$ cat config.mk
export PLATFORM = sky130hd
export DESIGN_NAME = base64_stream_decoder
export DESIGN_NICKNAME = d
export VERILOG_FILES = /design/src/rtl/b64sd_pkg.sv /design/src/rtl/b64sd_front.sv /design/src/rtl/b64sd_queue.sv /design/src/rtl/b64sd_back.sv /design/src/rtl/base64_stream_decoder.sv
export SDC_FILE = /design/constraint.sdc
export NUM_CORES = 1
export LEC_CHECK = 0
export BUFFER_PORTS_ARGS = -buffer_cell sky130_fd_sc_hd__buf_4
export CAP_MARGIN = 20
export CORE_ASPECT_RATIO = 1.4
export CORE_MARGIN = 1
export CORE_UTILIZATION = 55
export CTS_BUF_LIST = sky130_fd_sc_hd__clkbuf_16
export DETAILED_ROUTE_END_ITERATION = 8
export PLACE_DENSITY = 0.72
export SETUP_SLACK_MARGIN = 0.2
export SYNTH_ARGS = -nofsm -noshare
export SYNTH_HDL_FRONTEND = slang
export SYNTH_SLANG_ARGS = --single-unit
$ cat constraint.sdc
create_clock -name clock -period 10 [get_ports clock]
set_input_delay 0.5 -clock clock [delete_from_list [all_inputs] [get_ports clock]]
set_output_delay 0.5 -clock clock [all_outputs]
set_load 0.01 [all_outputs]
$ cat src/rtl/b64sd_pkg.sv
// ----------------------------------------------------------------------------
// b64sd_pkg: shared types and constants of the Base64 stream decoder
// Status codes, the job record passed from front to back, and the
// character classification helpers.
// ----------------------------------------------------------------------------
package b64sd_pkg;

   // Default depth of the job queue between front and back
   localparam int QUEUE_DEPTH = 2;

   localparam logic [7:0] PAD_CHAR = 8'h3D;

   typedef enum logic [2:0] {
      STATUS_OK        = 3'd0,
      STATUS_EXTRA_PAD = 3'd1,
      STATUS_AFTER_PAD = 3'd2,
      STATUS_BAD_CHAR  = 3'd3,
      STATUS_PAD_COUNT = 3'd4,
      STATUS_LONE_CHAR = 3'd5
   } status_type;

   // One job: up to three bytes, emitted from the top byte down
   typedef struct packed {
      logic [23:0] bytes;
      logic [1:0]  last_idx;
      logic        byte_valid;
      status_type  status;
   } job_type;

   // Returns {invalid, sextet}
   function automatic logic [6:0] sextet_of(input logic [7:0] c);
      logic [7:0] d;
      logic [6:0] r;
      d = 8'd0;
      r = 7'h40;
      if (c inside {[8'h41:8'h5A]}) begin
         d = c - 8'h41;
         r = {1'b0, d[5:0]};
      end else if (c inside {[8'h61:8'h7A]}) begin
         d = c - 8'h61 + 8'd26;
         r = {1'b0, d[5:0]};
      end else if (c inside {[8'h30:8'h39]}) begin
         d = c - 8'h30 + 8'd52;
         r = {1'b0, d[5:0]};
      end else if (c == 8'h2B) begin
         r = 7'd62;
      end else if (c == 8'h2F) begin
         r = 7'd63;
      end
      return r;
   endfunction

   function automatic logic is_space(input logic [7:0] c);
      return c inside {8'h20, 8'h0C, 8'h0A, 8'h0D, 8'h09, 8'h0B};
   endfunction

endpackage

$ cat src/rtl/b64sd_front.sv
// ----------------------------------------------------------------------------
// b64sd_front: request intake and classification
// Classifies each character, gathers sextets and padding, tracks the sticky
// error, and pushes one job for every request that produces results.
// ----------------------------------------------------------------------------
module b64sd_front (
   input  logic                clock,
   input  logic                reset,
   input  logic                req_valid,
   input  logic                req_func,
   input  logic [7:0]          req_char,
   output logic                req_ready,
   input  logic                queue_full,
   output logic                push_valid,
   output b64sd_pkg::job_type  push_job
);

   logic [5:0]             held_ff [3];
   logic [1:0]             held_count_ff, held_count_in;
   logic [1:0]             pad_count_ff, pad_count_in;
   b64sd_pkg::status_type  error_ff, error_in;
   logic                   held_we;
   logic [6:0]             lookup;
   logic                   accept;
   b64sd_pkg::status_type  end_code;
   logic [2:0]             fill_sum;

   assign req_ready = !queue_full;
   assign accept    = req_valid && !queue_full;
   assign lookup    = b64sd_pkg::sextet_of(req_char);
   assign fill_sum  = {1'b0, held_count_ff} + {1'b0, pad_count_ff};

   always_comb begin
      end_code = error_ff;
      if (end_code == b64sd_pkg::STATUS_OK && pad_count_ff != 2'd0 && fill_sum != 3'd4) begin
         end_code = b64sd_pkg::STATUS_PAD_COUNT;
      end
      if (end_code == b64sd_pkg::STATUS_OK && held_count_ff == 2'd1) begin
         end_code = b64sd_pkg::STATUS_LONE_CHAR;
      end
   end

   always_comb begin
      held_count_in       = held_count_ff;
      pad_count_in        = pad_count_ff;
      error_in            = error_ff;
      held_we             = 1'b0;
      push_valid          = 1'b0;
      push_job.bytes      = 24'd0;
      push_job.last_idx   = 2'd0;
      push_job.byte_valid = 1'b0;
      push_job.status     = b64sd_pkg::STATUS_OK;
      if (accept) begin
         if (req_func) begin
            // End of message: flush leftovers or report, then clear
            push_valid = 1'b1;
            if (end_code != b64sd_pkg::STATUS_OK) begin
               push_job.status = end_code;
            end else if (held_count_ff == 2'd2) begin
               push_job.bytes      = {held_ff[0], held_ff[1], 12'd0};
               push_job.byte_valid = 1'b1;
            end else if (held_count_ff == 2'd3) begin
               push_job.bytes      = {held_ff[0], held_ff[1], held_ff[2], 6'd0};
               push_job.byte_valid = 1'b1;
               push_job.last_idx   = 2'd1;
            end
            held_count_in = 2'd0;
            pad_count_in  = 2'd0;
            error_in      = b64sd_pkg::STATUS_OK;
         end else if (error_ff != b64sd_pkg::STATUS_OK) begin
            // Drop characters until the end request
         end else if (req_char == b64sd_pkg::PAD_CHAR) begin
            if (pad_count_ff >= 2'd2) begin
               error_in        = b64sd_pkg::STATUS_EXTRA_PAD;
               push_valid      = 1'b1;
               push_job.status = b64sd_pkg::STATUS_EXTRA_PAD;
            end else begin
               pad_count_in = pad_count_ff + 2'd1;
            end
         end else if (pad_count_ff != 2'd0) begin
            error_in        = b64sd_pkg::STATUS_AFTER_PAD;
            push_valid      = 1'b1;
            push_job.status = b64sd_pkg::STATUS_AFTER_PAD;
         end else if (b64sd_pkg::is_space(req_char)) begin
            // Skip whitespace
         end else if (lookup[6]) begin
            error_in        = b64sd_pkg::STATUS_BAD_CHAR;
            push_valid      = 1'b1;
            push_job.status = b64sd_pkg::STATUS_BAD_CHAR;
         end else if (held_count_ff != 2'd3) begin
            held_we       = 1'b1;
            held_count_in = held_count_ff + 2'd1;
         end else begin
            push_valid          = 1'b1;
            push_job.bytes      = {held_ff[0], held_ff[1], held_ff[2], lookup[5:0]};
            push_job.byte_valid = 1'b1;
            push_job.last_idx   = 2'd2;
            held_count_in       = 2'd0;
         end
      end
   end

   always_ff @(posedge clock) begin
      if (reset) begin
         held_count_ff <= 2'd0;
         pad_count_ff  <= 2'd0;
         error_ff      <= b64sd_pkg::STATUS_OK;
      end else begin
         held_count_ff <= held_count_in;
         pad_count_ff  <= pad_count_in;
         error_ff      <= error_in;
      end
   end

   always_ff @(posedge clock) begin
      if (held_we) begin
         held_ff[held_count_ff] <= lookup[5:0];
      end
   end

endmodule

$ cat src/rtl/b64sd_queue.sv
// ----------------------------------------------------------------------------
// b64sd_queue: job queue between front and back
// Small first-in first-out buffer of job records.
// ----------------------------------------------------------------------------
module b64sd_queue #(
   parameter int DEPTH = b64sd_pkg::QUEUE_DEPTH
) (
   input  logic                clock,
   input  logic                reset,
   input  logic                push,
   input  b64sd_pkg::job_type  push_job,
   input  logic                pop,
   output b64sd_pkg::job_type  head_job,
   output logic                not_empty,
   output logic                full
);

   localparam int PTR_W = (DEPTH > 1) ? $clog2(DEPTH) : 1;
   localparam int CNT_W = $clog2(DEPTH + 1);
   localparam logic [PTR_W-1:0] LAST_PTR = PTR_W'(DEPTH - 1);
   localparam logic [CNT_W-1:0] FULL_CNT = CNT_W'(DEPTH);

   b64sd_pkg::job_type  slot_ff [DEPTH];
   logic [PTR_W-1:0]    wr_ptr_ff, wr_ptr_in;
   logic [PTR_W-1:0]    rd_ptr_ff, rd_ptr_in;
   logic [CNT_W-1:0]    count_ff, count_in;

   assign not_empty = count_ff != '0;
   assign full      = count_ff == FULL_CNT;
   assign head_job  = slot_ff[rd_ptr_ff];

   always_comb begin
      wr_ptr_in = wr_ptr_ff;
      rd_ptr_in = rd_ptr_ff;
      count_in  = count_ff;
      if (push) begin
         wr_ptr_in = (wr_ptr_ff == LAST_PTR) ? '0 : wr_ptr_ff + 1'b1;
      end
      if (pop) begin
         rd_ptr_in = (rd_ptr_ff == LAST_PTR) ? '0 : rd_ptr_ff + 1'b1;
      end
      if (push && !pop) begin
         count_in = count_ff + 1'b1;
      end else if (pop && !push) begin
         count_in = count_ff - 1'b1;
      end
   end

   always_ff @(posedge clock) begin
      if (reset) begin
         wr_ptr_ff <= '0;
         rd_ptr_ff <= '0;
         count_ff  <= '0;
      end else begin
         wr_ptr_ff <= wr_ptr_in;
         rd_ptr_ff <= rd_ptr_in;
         count_ff  <= count_in;
      end
   end

   always_ff @(posedge clock) begin
      if (push) begin
         slot_ff[wr_ptr_ff] <= push_job;
      end
   end

endmodule

$ cat src/rtl/b64sd_back.sv
// ----------------------------------------------------------------------------
// b64sd_back: result sequencer
// Walks the head job into the response register, one byte per unstalled cycle.
// ----------------------------------------------------------------------------
module b64sd_back (
   input  logic                clock,
   input  logic                reset,
   input  logic                job_valid,
   input  b64sd_pkg::job_type  job,
   output logic                pop,
   output logic                rsp_valid,
   input  logic                rsp_ready,
   output logic [7:0]          rsp_byte,
   output logic                rsp_byte_valid,
   output logic [2:0]          rsp_status,
   output logic                rsp_last
);

   logic [1:0]  idx_ff, idx_in;
   logic        valid_ff, valid_in;
   logic [7:0]  byte_ff;
   logic        byte_valid_ff;
   logic [2:0]  status_ff;
   logic        last_ff;
   logic        load;
   logic        is_last;
   logic [7:0]  sel_byte;

   assign load    = job_valid && (!valid_ff || rsp_ready);
   assign is_last = idx_ff == job.last_idx;
   assign pop     = load && is_last;

   always_comb begin
      case (idx_ff)
         2'd0:    sel_byte = job.bytes[23:16];
         2'd1:    sel_byte = job.bytes[15:8];
         default: sel_byte = job.bytes[7:0];
      endcase
   end

   always_comb begin
      idx_in   = idx_ff;
      valid_in = valid_ff;
      if (load) begin
         valid_in = 1'b1;
         idx_in   = is_last ? 2'd0 : idx_ff + 2'd1;
      end else if (rsp_ready) begin
         valid_in = 1'b0;
      end
   end

   always_ff @(posedge clock) begin
      if (reset) begin
         idx_ff   <= 2'd0;
         valid_ff <= 1'b0;
      end else begin
         idx_ff   <= idx_in;
         valid_ff <= valid_in;
      end
   end

   always_ff @(posedge clock) begin
      if (load) begin
         byte_ff       <= sel_byte;
         byte_valid_ff <= job.byte_valid;
         status_ff     <= job.status;
         last_ff       <= is_last;
      end
   end

   assign rsp_valid      = valid_ff;
   assign rsp_byte       = byte_ff;
   assign rsp_byte_valid = byte_valid_ff;
   assign rsp_status     = status_ff;
   assign rsp_last       = last_ff;

endmodule

$ cat src/rtl/base64_stream_decoder.sv
// ----------------------------------------------------------------------------
// base64_stream_decoder: streaming Base64 text decoder
// Takes one text character or end-of-message marker per request and emits
// decoded bytes and status results.
// ----------------------------------------------------------------------------
// Feed one character per request with req_tuser low; raise req_tuser to end
// the message. Letters of the standard alphabet are gathered four at a time
// and each full group gives three byte results; whitespace is skipped and up
// to two '=' pads are counted. The end request flushes one or two leftover
// bytes, or reports a padding error, a lone character or the sticky error,
// and always clears the decoder. A request that hits an error gives one
// result with the error code and rsp_tlast set; later characters give
// nothing until the end request. The front accepts one request per cycle
// while the job queue (QUEUE_DEPTH entries) has room; the back emits one
// result per cycle while rsp_tready is high, and with rsp_tready held high
// typical text streams at one character per cycle. The first result of a
// request passes through the job queue and then the response register
// before it is presented on the response port.
// rsp_tuser carries byte_valid in bit 0 and the status code in bits 3:1.
// ----------------------------------------------------------------------------
module base64_stream_decoder #(
   parameter int QUEUE_DEPTH = b64sd_pkg::QUEUE_DEPTH
) (
   input  logic        clock,
   input  logic        reset,
   input  logic        req_tvalid,
   output logic        req_tready,
   input  logic [7:0]  req_tdata,   // [7:0] char_in
   input  logic        req_tuser,   // [0] func (1 ends the message)
   output logic        rsp_tvalid,
   input  logic        rsp_tready,
   output logic [7:0]  rsp_tdata,   // [7:0] out_byte
   output logic [3:0]  rsp_tuser,   // [0] byte_valid, [3:1] status
   output logic        rsp_tlast    // final result of its request
);

   logic                queue_full;
   logic                push_valid;
   b64sd_pkg::job_type  push_job;
   b64sd_pkg::job_type  head_job;
   logic                queue_not_empty;
   logic                pop;
   logic                rsp_byte_valid;
   logic [2:0]          rsp_status;

   // Classify requests and build jobs
   b64sd_front u_front (
      .clock      (clock),
      .reset      (reset),
      .req_valid  (req_tvalid),
      .req_func   (req_tuser),
      .req_char   (req_tdata),
      .req_ready  (req_tready),
      .queue_full (queue_full),
      .push_valid (push_valid),
      .push_job   (push_job)
   );

   // Decouple intake from result delivery
   b64sd_queue #(
      .DEPTH (QUEUE_DEPTH)
   ) u_queue (
      .clock     (clock),
      .reset     (reset),
      .push      (push_valid),
      .push_job  (push_job),
      .pop       (pop),
      .head_job  (head_job),
      .not_empty (queue_not_empty),
      .full      (queue_full)
   );

   // Emit results one per cycle while rsp_tready is high
   b64sd_back u_back (
      .clock          (clock),
      .reset          (reset),
      .job_valid      (queue_not_empty),
      .job            (head_job),
      .pop            (pop),
      .rsp_valid      (rsp_tvalid),
      .rsp_ready      (rsp_tready),
      .rsp_byte       (rsp_tdata),
      .rsp_byte_valid (rsp_byte_valid),
      .rsp_status     (rsp_status),
      .rsp_last       (rsp_tlast)
   );

   assign rsp_tuser = {rsp_status, rsp_byte_valid};

endmodule

=== Word-level counts from Yosys, hierarchy flattened ===
Memories as Yosys holds them, arrays and structs flattened. A register that Yosys moved wholly into a read port is not among the register bits.
Cells that the tools add are included.

* Add/subtract/negate cells: 13
* $mul: 0
* Div/mod/pow operators: 0
* $lt $le $gt $ge: 7
* Equality and inequality tests: 25
* Shift-type cells: 0
* Multiplexer cells: 74
* Bitwise operators: 0
* Reduce and logical (&&, ||, !) cells: 31

{| class="wikitable"
|+ Operators with widths
! cell !! count
|-
| $mux W27 || 6
|-
| $mux W30 || 4
|-
| $eq A8 B4 Y1 const B || 5
|-
| $mux W3 || 12
|-
| $mux W7 || 5
|-
| $eq A8 B6 Y1 const B || 4
|-
| $mux W2 || 16
|-
| $mux W1 || 29
|-
| $mux W24 || 1
|-
| $ge A8 B7 Y1 const B || 2
|-
| $le A8 B7 Y1 const B || 2
|-
| $pmux W8 S2 || 1
|-
| $ne A2 B2 Y1 const B || 7
|-
| $sub A6 B6 Y6 const B || 2
|-
| $logic_and A1 B1 Y1 || 11
|-
| $reduce_bool A2 Y1 || 5
|-
| $add A2 B1 Y2 const B || 4
|-
| $ge A8 B6 Y1 const B || 1
|-
| $le A8 B6 Y1 const B || 1
|-
| $add A6 B5 Y6 const B || 1
|-
| $add A6 B6 Y6 const B || 1
|-
| $eq A2 B2 Y1 const B || 3
|-
| $logic_not A3 Y1 || 2
|-
| $ne A3 B3 Y1 const B || 2
|-
| other kinds (17) || 23
|}

* Bits in registers: 27
* Bits in latches: 0
* Bits in writable memories: 78
* Memory bits (read-only): 0
* Output and inout port bits: 15
* Logic and storage cells: 164
* Memories: 2

{| class="wikitable"
|+ Memories
! name !! depth !! bits a word !! read ports !! clocked after Yosys merged registers in !! wr ports !! RTL line !! text
|-
| u_queue.slot_ff || 2 || 30 || 1 || 1 || 1 || b64sd_queue.sv:23 || <nowiki>b64sd_pkg::job_type slot_ff [DEPTH];</nowiki>
|-
| u_front.held_ff || 3 || 6 || 3 || 0 || 1 || b64sd_front.sv:18 || <nowiki>logic [5:0] held_ff [3];</nowiki>
|}

=== Logic depth before layout (Yosys ltp) ===
* Word-level depth: 17
* Mapped depth: 11

=== By module ===
A second synthesis with hierarchy kept.

* Cell total of the unflattened synthesis: 407
* Area, all modules: 5228.8 um2

{| class="wikitable"
|+ By module, submodules not included
! module !! times used !! cells an instance !! area each (um2) !! sequential area each (um2)
|-
| b64sd_queue || 1 || 115 || 2364.8 || 1901.8
|-
| b64sd_front || 1 || 231 || 2125.8 || 660.6
|-
| b64sd_back || 1 || 60 || 730.7 || 450.4
|-
| base64_stream_decoder || 1 || 1 || 7.5 || 0.0
|}

=== Worst setup path before layout ===
OpenSTA, ideal clock, no wires.

* Path kind: input-to-reg
* Start: in req_tdata[2]
* End: mem u_queue.slot_ff[0][0] (netlist bit), enable pin
* Setup time: 420 ps
* Arrival: 3319 ps
* Path slack: 6260 ps
* Cell stages on the path: 8
* Path buffers: 0
* Path through: inv_1 -> ha_1 -> nand2b_1 -> and2_1 -> a31o_4 -> or2_2 -> a21oi_2 -> nor2b_1

* Word-level cells in the longest chain between the ends: 15

{| class="wikitable"
|+ RTL lines
! element !! RTL line !! text
|-
| from (decl) || base64_stream_decoder.sv:28 || <nowiki>input logic [7:0] req_tdata,</nowiki>
|-
| parallel branches: the longest is 9 deep, another holds $ge A8 B6 Y1 || -- ||
|-
| $mux W1 * || b64sd_front.sv:72 || <nowiki>end else if (req_char == b64sd_pkg::PAD_CHAR) begin</nowiki>
|-
| $mux W1 * || b64sd_front.sv:70 || <nowiki>end else if (error_ff != b64sd_pkg::STATUS_OK) begin</nowiki>
|-
| $mux W1 * || b64sd_front.sv:54 || <nowiki>if (req_func) begin</nowiki>
|-
| $mux W1 * || b64sd_front.sv:53 || <nowiki>if (accept) begin</nowiki>
|-
| net push_valid || base64_stream_decoder.sv:38 || <nowiki>logic push_valid;</nowiki>
|-
| $mux W1 * || b64sd_queue.sv:62 || <nowiki>if (push) begin</nowiki>
|-
| $mux W1 (not written as such) * || b64sd_queue.sv:63 || <nowiki>slot_ff[wr_ptr_ff] <= push_job;</nowiki>
|-
| to (decl) || b64sd_queue.sv:23 ||
|}

Mark *: on every way through the listed nets, which the timed path passes.

=== Final worst setup path ===
* Start: in req_tdata[2]
* End: reg u_queue.count_ff[1]

* Word-level cells in the longest chain between the ends: 16

{| class="wikitable"
|+ RTL lines
! element !! RTL line !! text
|-
| parallel branches: the longest is 9 deep, another holds $ge A8 B6 Y1 || -- ||
|-
| $mux W1 * || b64sd_front.sv:72 ||
|-
| $mux W1 * || b64sd_front.sv:70 ||
|-
| $mux W1 * || b64sd_front.sv:54 ||
|-
| $mux W1 * || b64sd_front.sv:53 ||
|-
| net push_valid || base64_stream_decoder.sv:38 ||
|-
| $logic_not A1 Y1 || b64sd_queue.sv:44 || <nowiki>end else if (pop && !push) begin</nowiki>
|-
| $logic_and A1 B1 Y1 || b64sd_queue.sv:44 ||
|-
| $reduce_bool A2 Y1 (no line) || -- ||
|-
| to (signal assigned) || b64sd_queue.sv:57 || <nowiki>count_ff <= count_in;</nowiki>
|-
| to (decl) || b64sd_queue.sv:26 || <nowiki>logic [CNT_W-1:0] count_ff, count_in;</nowiki>
|}

Marked as above.
A chain may end at the register's enable or synchronous reset.

==> flow_summary.json <==
{
  "worstSetupPathDepth": 11,
  "required_ns": 10.28,
  "critPathArrivalTime_ns": 3.23,
  "vias_per_cell": 5.95,
  "ios": 28,
  "core_area_sq_um": 8660,
  "max_stage_delay_ns": 0.75,
  "wl_per_cell_um": 17.0,
  "tritoncts": "done",
  "port-buffer-count": 27,
  "critical_path_class": "primary input to register",
  "hold_violations": 0,
  "synthCells": 385,
  "peakVddDrop_mv": 0.126,
  "synth_nets": 420,
  "finalClockSkew_ns": 0.00590,
  "max_slew_margin_pct": 38.4,
  "path_clk_slew_ns": 0.06,
  "cellLeakagePower_nw": 2.03,
  "grtUsageTotal_pct": 21.4,
  "netlist_area_sq_um": 4950,
  "drt-pass1-iter-count": 4,
  "worstHoldPathCells": 3,
  "die_x_um": 82.2,
  "synth_cell_types": 59,
  "cts.repair.resized": 0,
  "worstSkewPairLatency_ns": 0.34,
  "antenna_found_initial": 0,
  "drv_cap": 0,
  "max_freq_mhz": 339,
  "htreeDepth": 3,
  "yosysWarnings": 0,
  "reg2regPathDepth": 8,
  "min_period_ns": 2.95,
  "num_rows": 40,
  "finalMaxSlewViolations": 0,
  "clock-sinks": 105,
  "first_iter_violations": 160,
  "gp_congestion": 0.963,
  "grt_max_degree": 31,
  "p_per_area_nw_per_um2": 232,
  "crit_path_top_delay_cell": "a311oi_2",
  "cts_buffer_depth": 2,
  "crit_fanout": 14,
  "worst_pin_slew_ns": 0.924,
  "period_share_pct": 29.5,
  "cp-start-kind": "primary input",
  "dp_hpwl_mm": 6.33,
  "fin_tns_setup_ns": 0,
  "ys_async_sr_fraction_pct": 0,
  "drive_above_1_share_pct": 16.9,
  "synth_flop_cell": "edfxtp_1",
  "power_mw": 1.28,
  "synth-seq-area-share_pct": 60.8,
  "status": "completed",
  "fin_util_pct": 63.7,
  "drc": 0,
  "path_delay_family": "compound AO/OA/AOI/OAI gates",
  "cts_root_buffer": "clkbuf_16",
  "rsz0062_at_grt": "no",
  "numCtsBuffers": 9,
  "cts_hold_buf": 0,
  "areaGrowthSynthToFinish_pct": 11.2,
  "crit_path_cell_trace": "buf_4 -> inv_1 -> ha_1 -> a21oi_1 -> nor3_1 -> a311oi_2 -> or2_2 -> a21oi_2 -> ha_1 -> or3_1 -> a21oi_1",
  "setup_violations": 0,
  "final_antenna_net_count": 0,
  "die_h_um": 114,
  "dr_total_vias": 3118,
  "grt_pass1_wl_mm": 14.4,
  "end_kind": "register",
  "die_area_sq_um": 9400,
  "nets": 449,
  "synth_edf_count": 91,
  "syn_area_per_cell_sq_um": 12.9,
  "initial_core_util_pct": 57.2,
  "crit_buf_inv": 2,
  "post_cts_buffers": 0,
  "synth-seq-cells": 105,
  "worstHoldPathType": "primary input to register",
  "wirelength_mm": 8.93,
  "grt_overflow_total": 0,
  "diodes": 0,
  "grt_pass1_vias": 2969
}
## stage by stage
step | worst slack [ns] | std cells | area [sq um] | hold WS [ns]
finish | 7.05 | 524 | 5510 | 0.444
global route | 6.87 | 524 | 5510 | 0.459
CTS | 7.09 | 523 | 5500 | 0.431
detailed placement | 6.74 | 507 | 5240 | 0.494
global placement | 6.80 | 507 | 5240 | 0.476
floorplan | 6.26 | 385 | 4950 | 0.469
## worst min-delay path, cell delays in order
cell,delay (ns)
buf_4,0.07
nand2b_1,0.10
a21oi_1,0.06
## layer usage
metal	GRT usage, %	vias to the layer above	part of all wire (%)
li1	-	1500	-
met1	24.5	1495	41
met2	35.5	97	51
met3	5.50	26	4.4
met4	12.2	0	3.5
met5	0	-	0
## registers in the layout (all words and copies together) (netlist names), named ones only
register	cells
u_back.idx_ff	2
u_back.rsp_byte	8
u_back.rsp_byte_valid	1
u_back.rsp_last	1
u_back.rsp_status	3
u_back.rsp_valid	1
u_front.error_ff	2
u_front.held_count_ff	2
u_front.held_ff	18
u_front.pad_count_ff	2
u_queue.count_ff	2
u_queue.rd_ptr_ff	1
u_queue.slot_ff	60
u_queue.wr_ptr_ff	1
## cell type report
type                            instances  area, sq um
Tap cell                              105          131
Sequential cell                       105         3010
Clock inverter                          7         40.0
Multi-Input combinational cell        247         1790
Clock buffer                            9          225
Timing Repair Buffer                   31          236
Inverter                               20         77.6
Fill cell                             643         3150
## path summary, 6_finish.rpt
check / from / end / slack, ns
min: rsp_tready / u_back.rsp_valid / 0.44
min reg2reg: u_queue.rd_ptr_ff / u_queue.rd_ptr_ff / 0.51
max: req_tdata[2] / u_queue.count_ff[1] / 7.05
max reg2reg: u_front.held_count_ff[0] / u_queue.slot_ff[0][14] / 7.18
## kinds of logic after synthesis
| family | Yosys count | synth area share, % |
|---|---|---|
| AND/OR/NAND/NOR | 119 | 14.4 |
| adder cells (fa/ha/maj) | 22 | 5.71 |
| AO/OA/AOI/OAI | 91 | 12.9 |
| flip-flops | 105 | 60.8 |
| multiplexers | 8 | 1.74 |
| buffers and inverters | 33 | 3.16 |
| XOR/XNOR | 7 | 1.24 |
## placed cells by master (no fill, tap or decap), types with 10 or more instances in the layout
cell type	n
a31oi_1	15
buf_4	30
and2_1	17
inv_1	21
edfxtp_1	91
o21ai_0	14
nor2_1	26
ha_1	21
dfxtp_1	14
nand2_1	22
nor2b_4	10
a21oi_1	13
## report_power, final
| part | total (mW) | switching (mW) | internal [mW] |
|---|---|---|---|
| clock network | 0.309 | 0.143 | 0.166 |
| registers | 0.630 | 0.0425 | 0.587 |
| logic | 0.343 | 0.199 | 0.144 |
## cell usage after synthesis, types with 7 or more instances
cell	number	area, sq um
a21oi_1	13	65.1
a22oi_1	9	67.6
edfxtp_1	91	2730
a211oi_1	9	67.6
a22o_1	8	70.1
nand2_1	22	82.6
and2_1	17	106
clkbuf_1	8	30.0
nor2b_4	10	138
inv_1	19	71.3
nor2_1	26	97.6
a31oi_1	15	93.8
nand2b_1	7	43.8
nand3_1	9	45.0
o21ai_0	14	70.1
ha_1	21	263
nor3_1	7	35.0
dfxtp_1	14	280
Power figures use the tool's default switching activity.
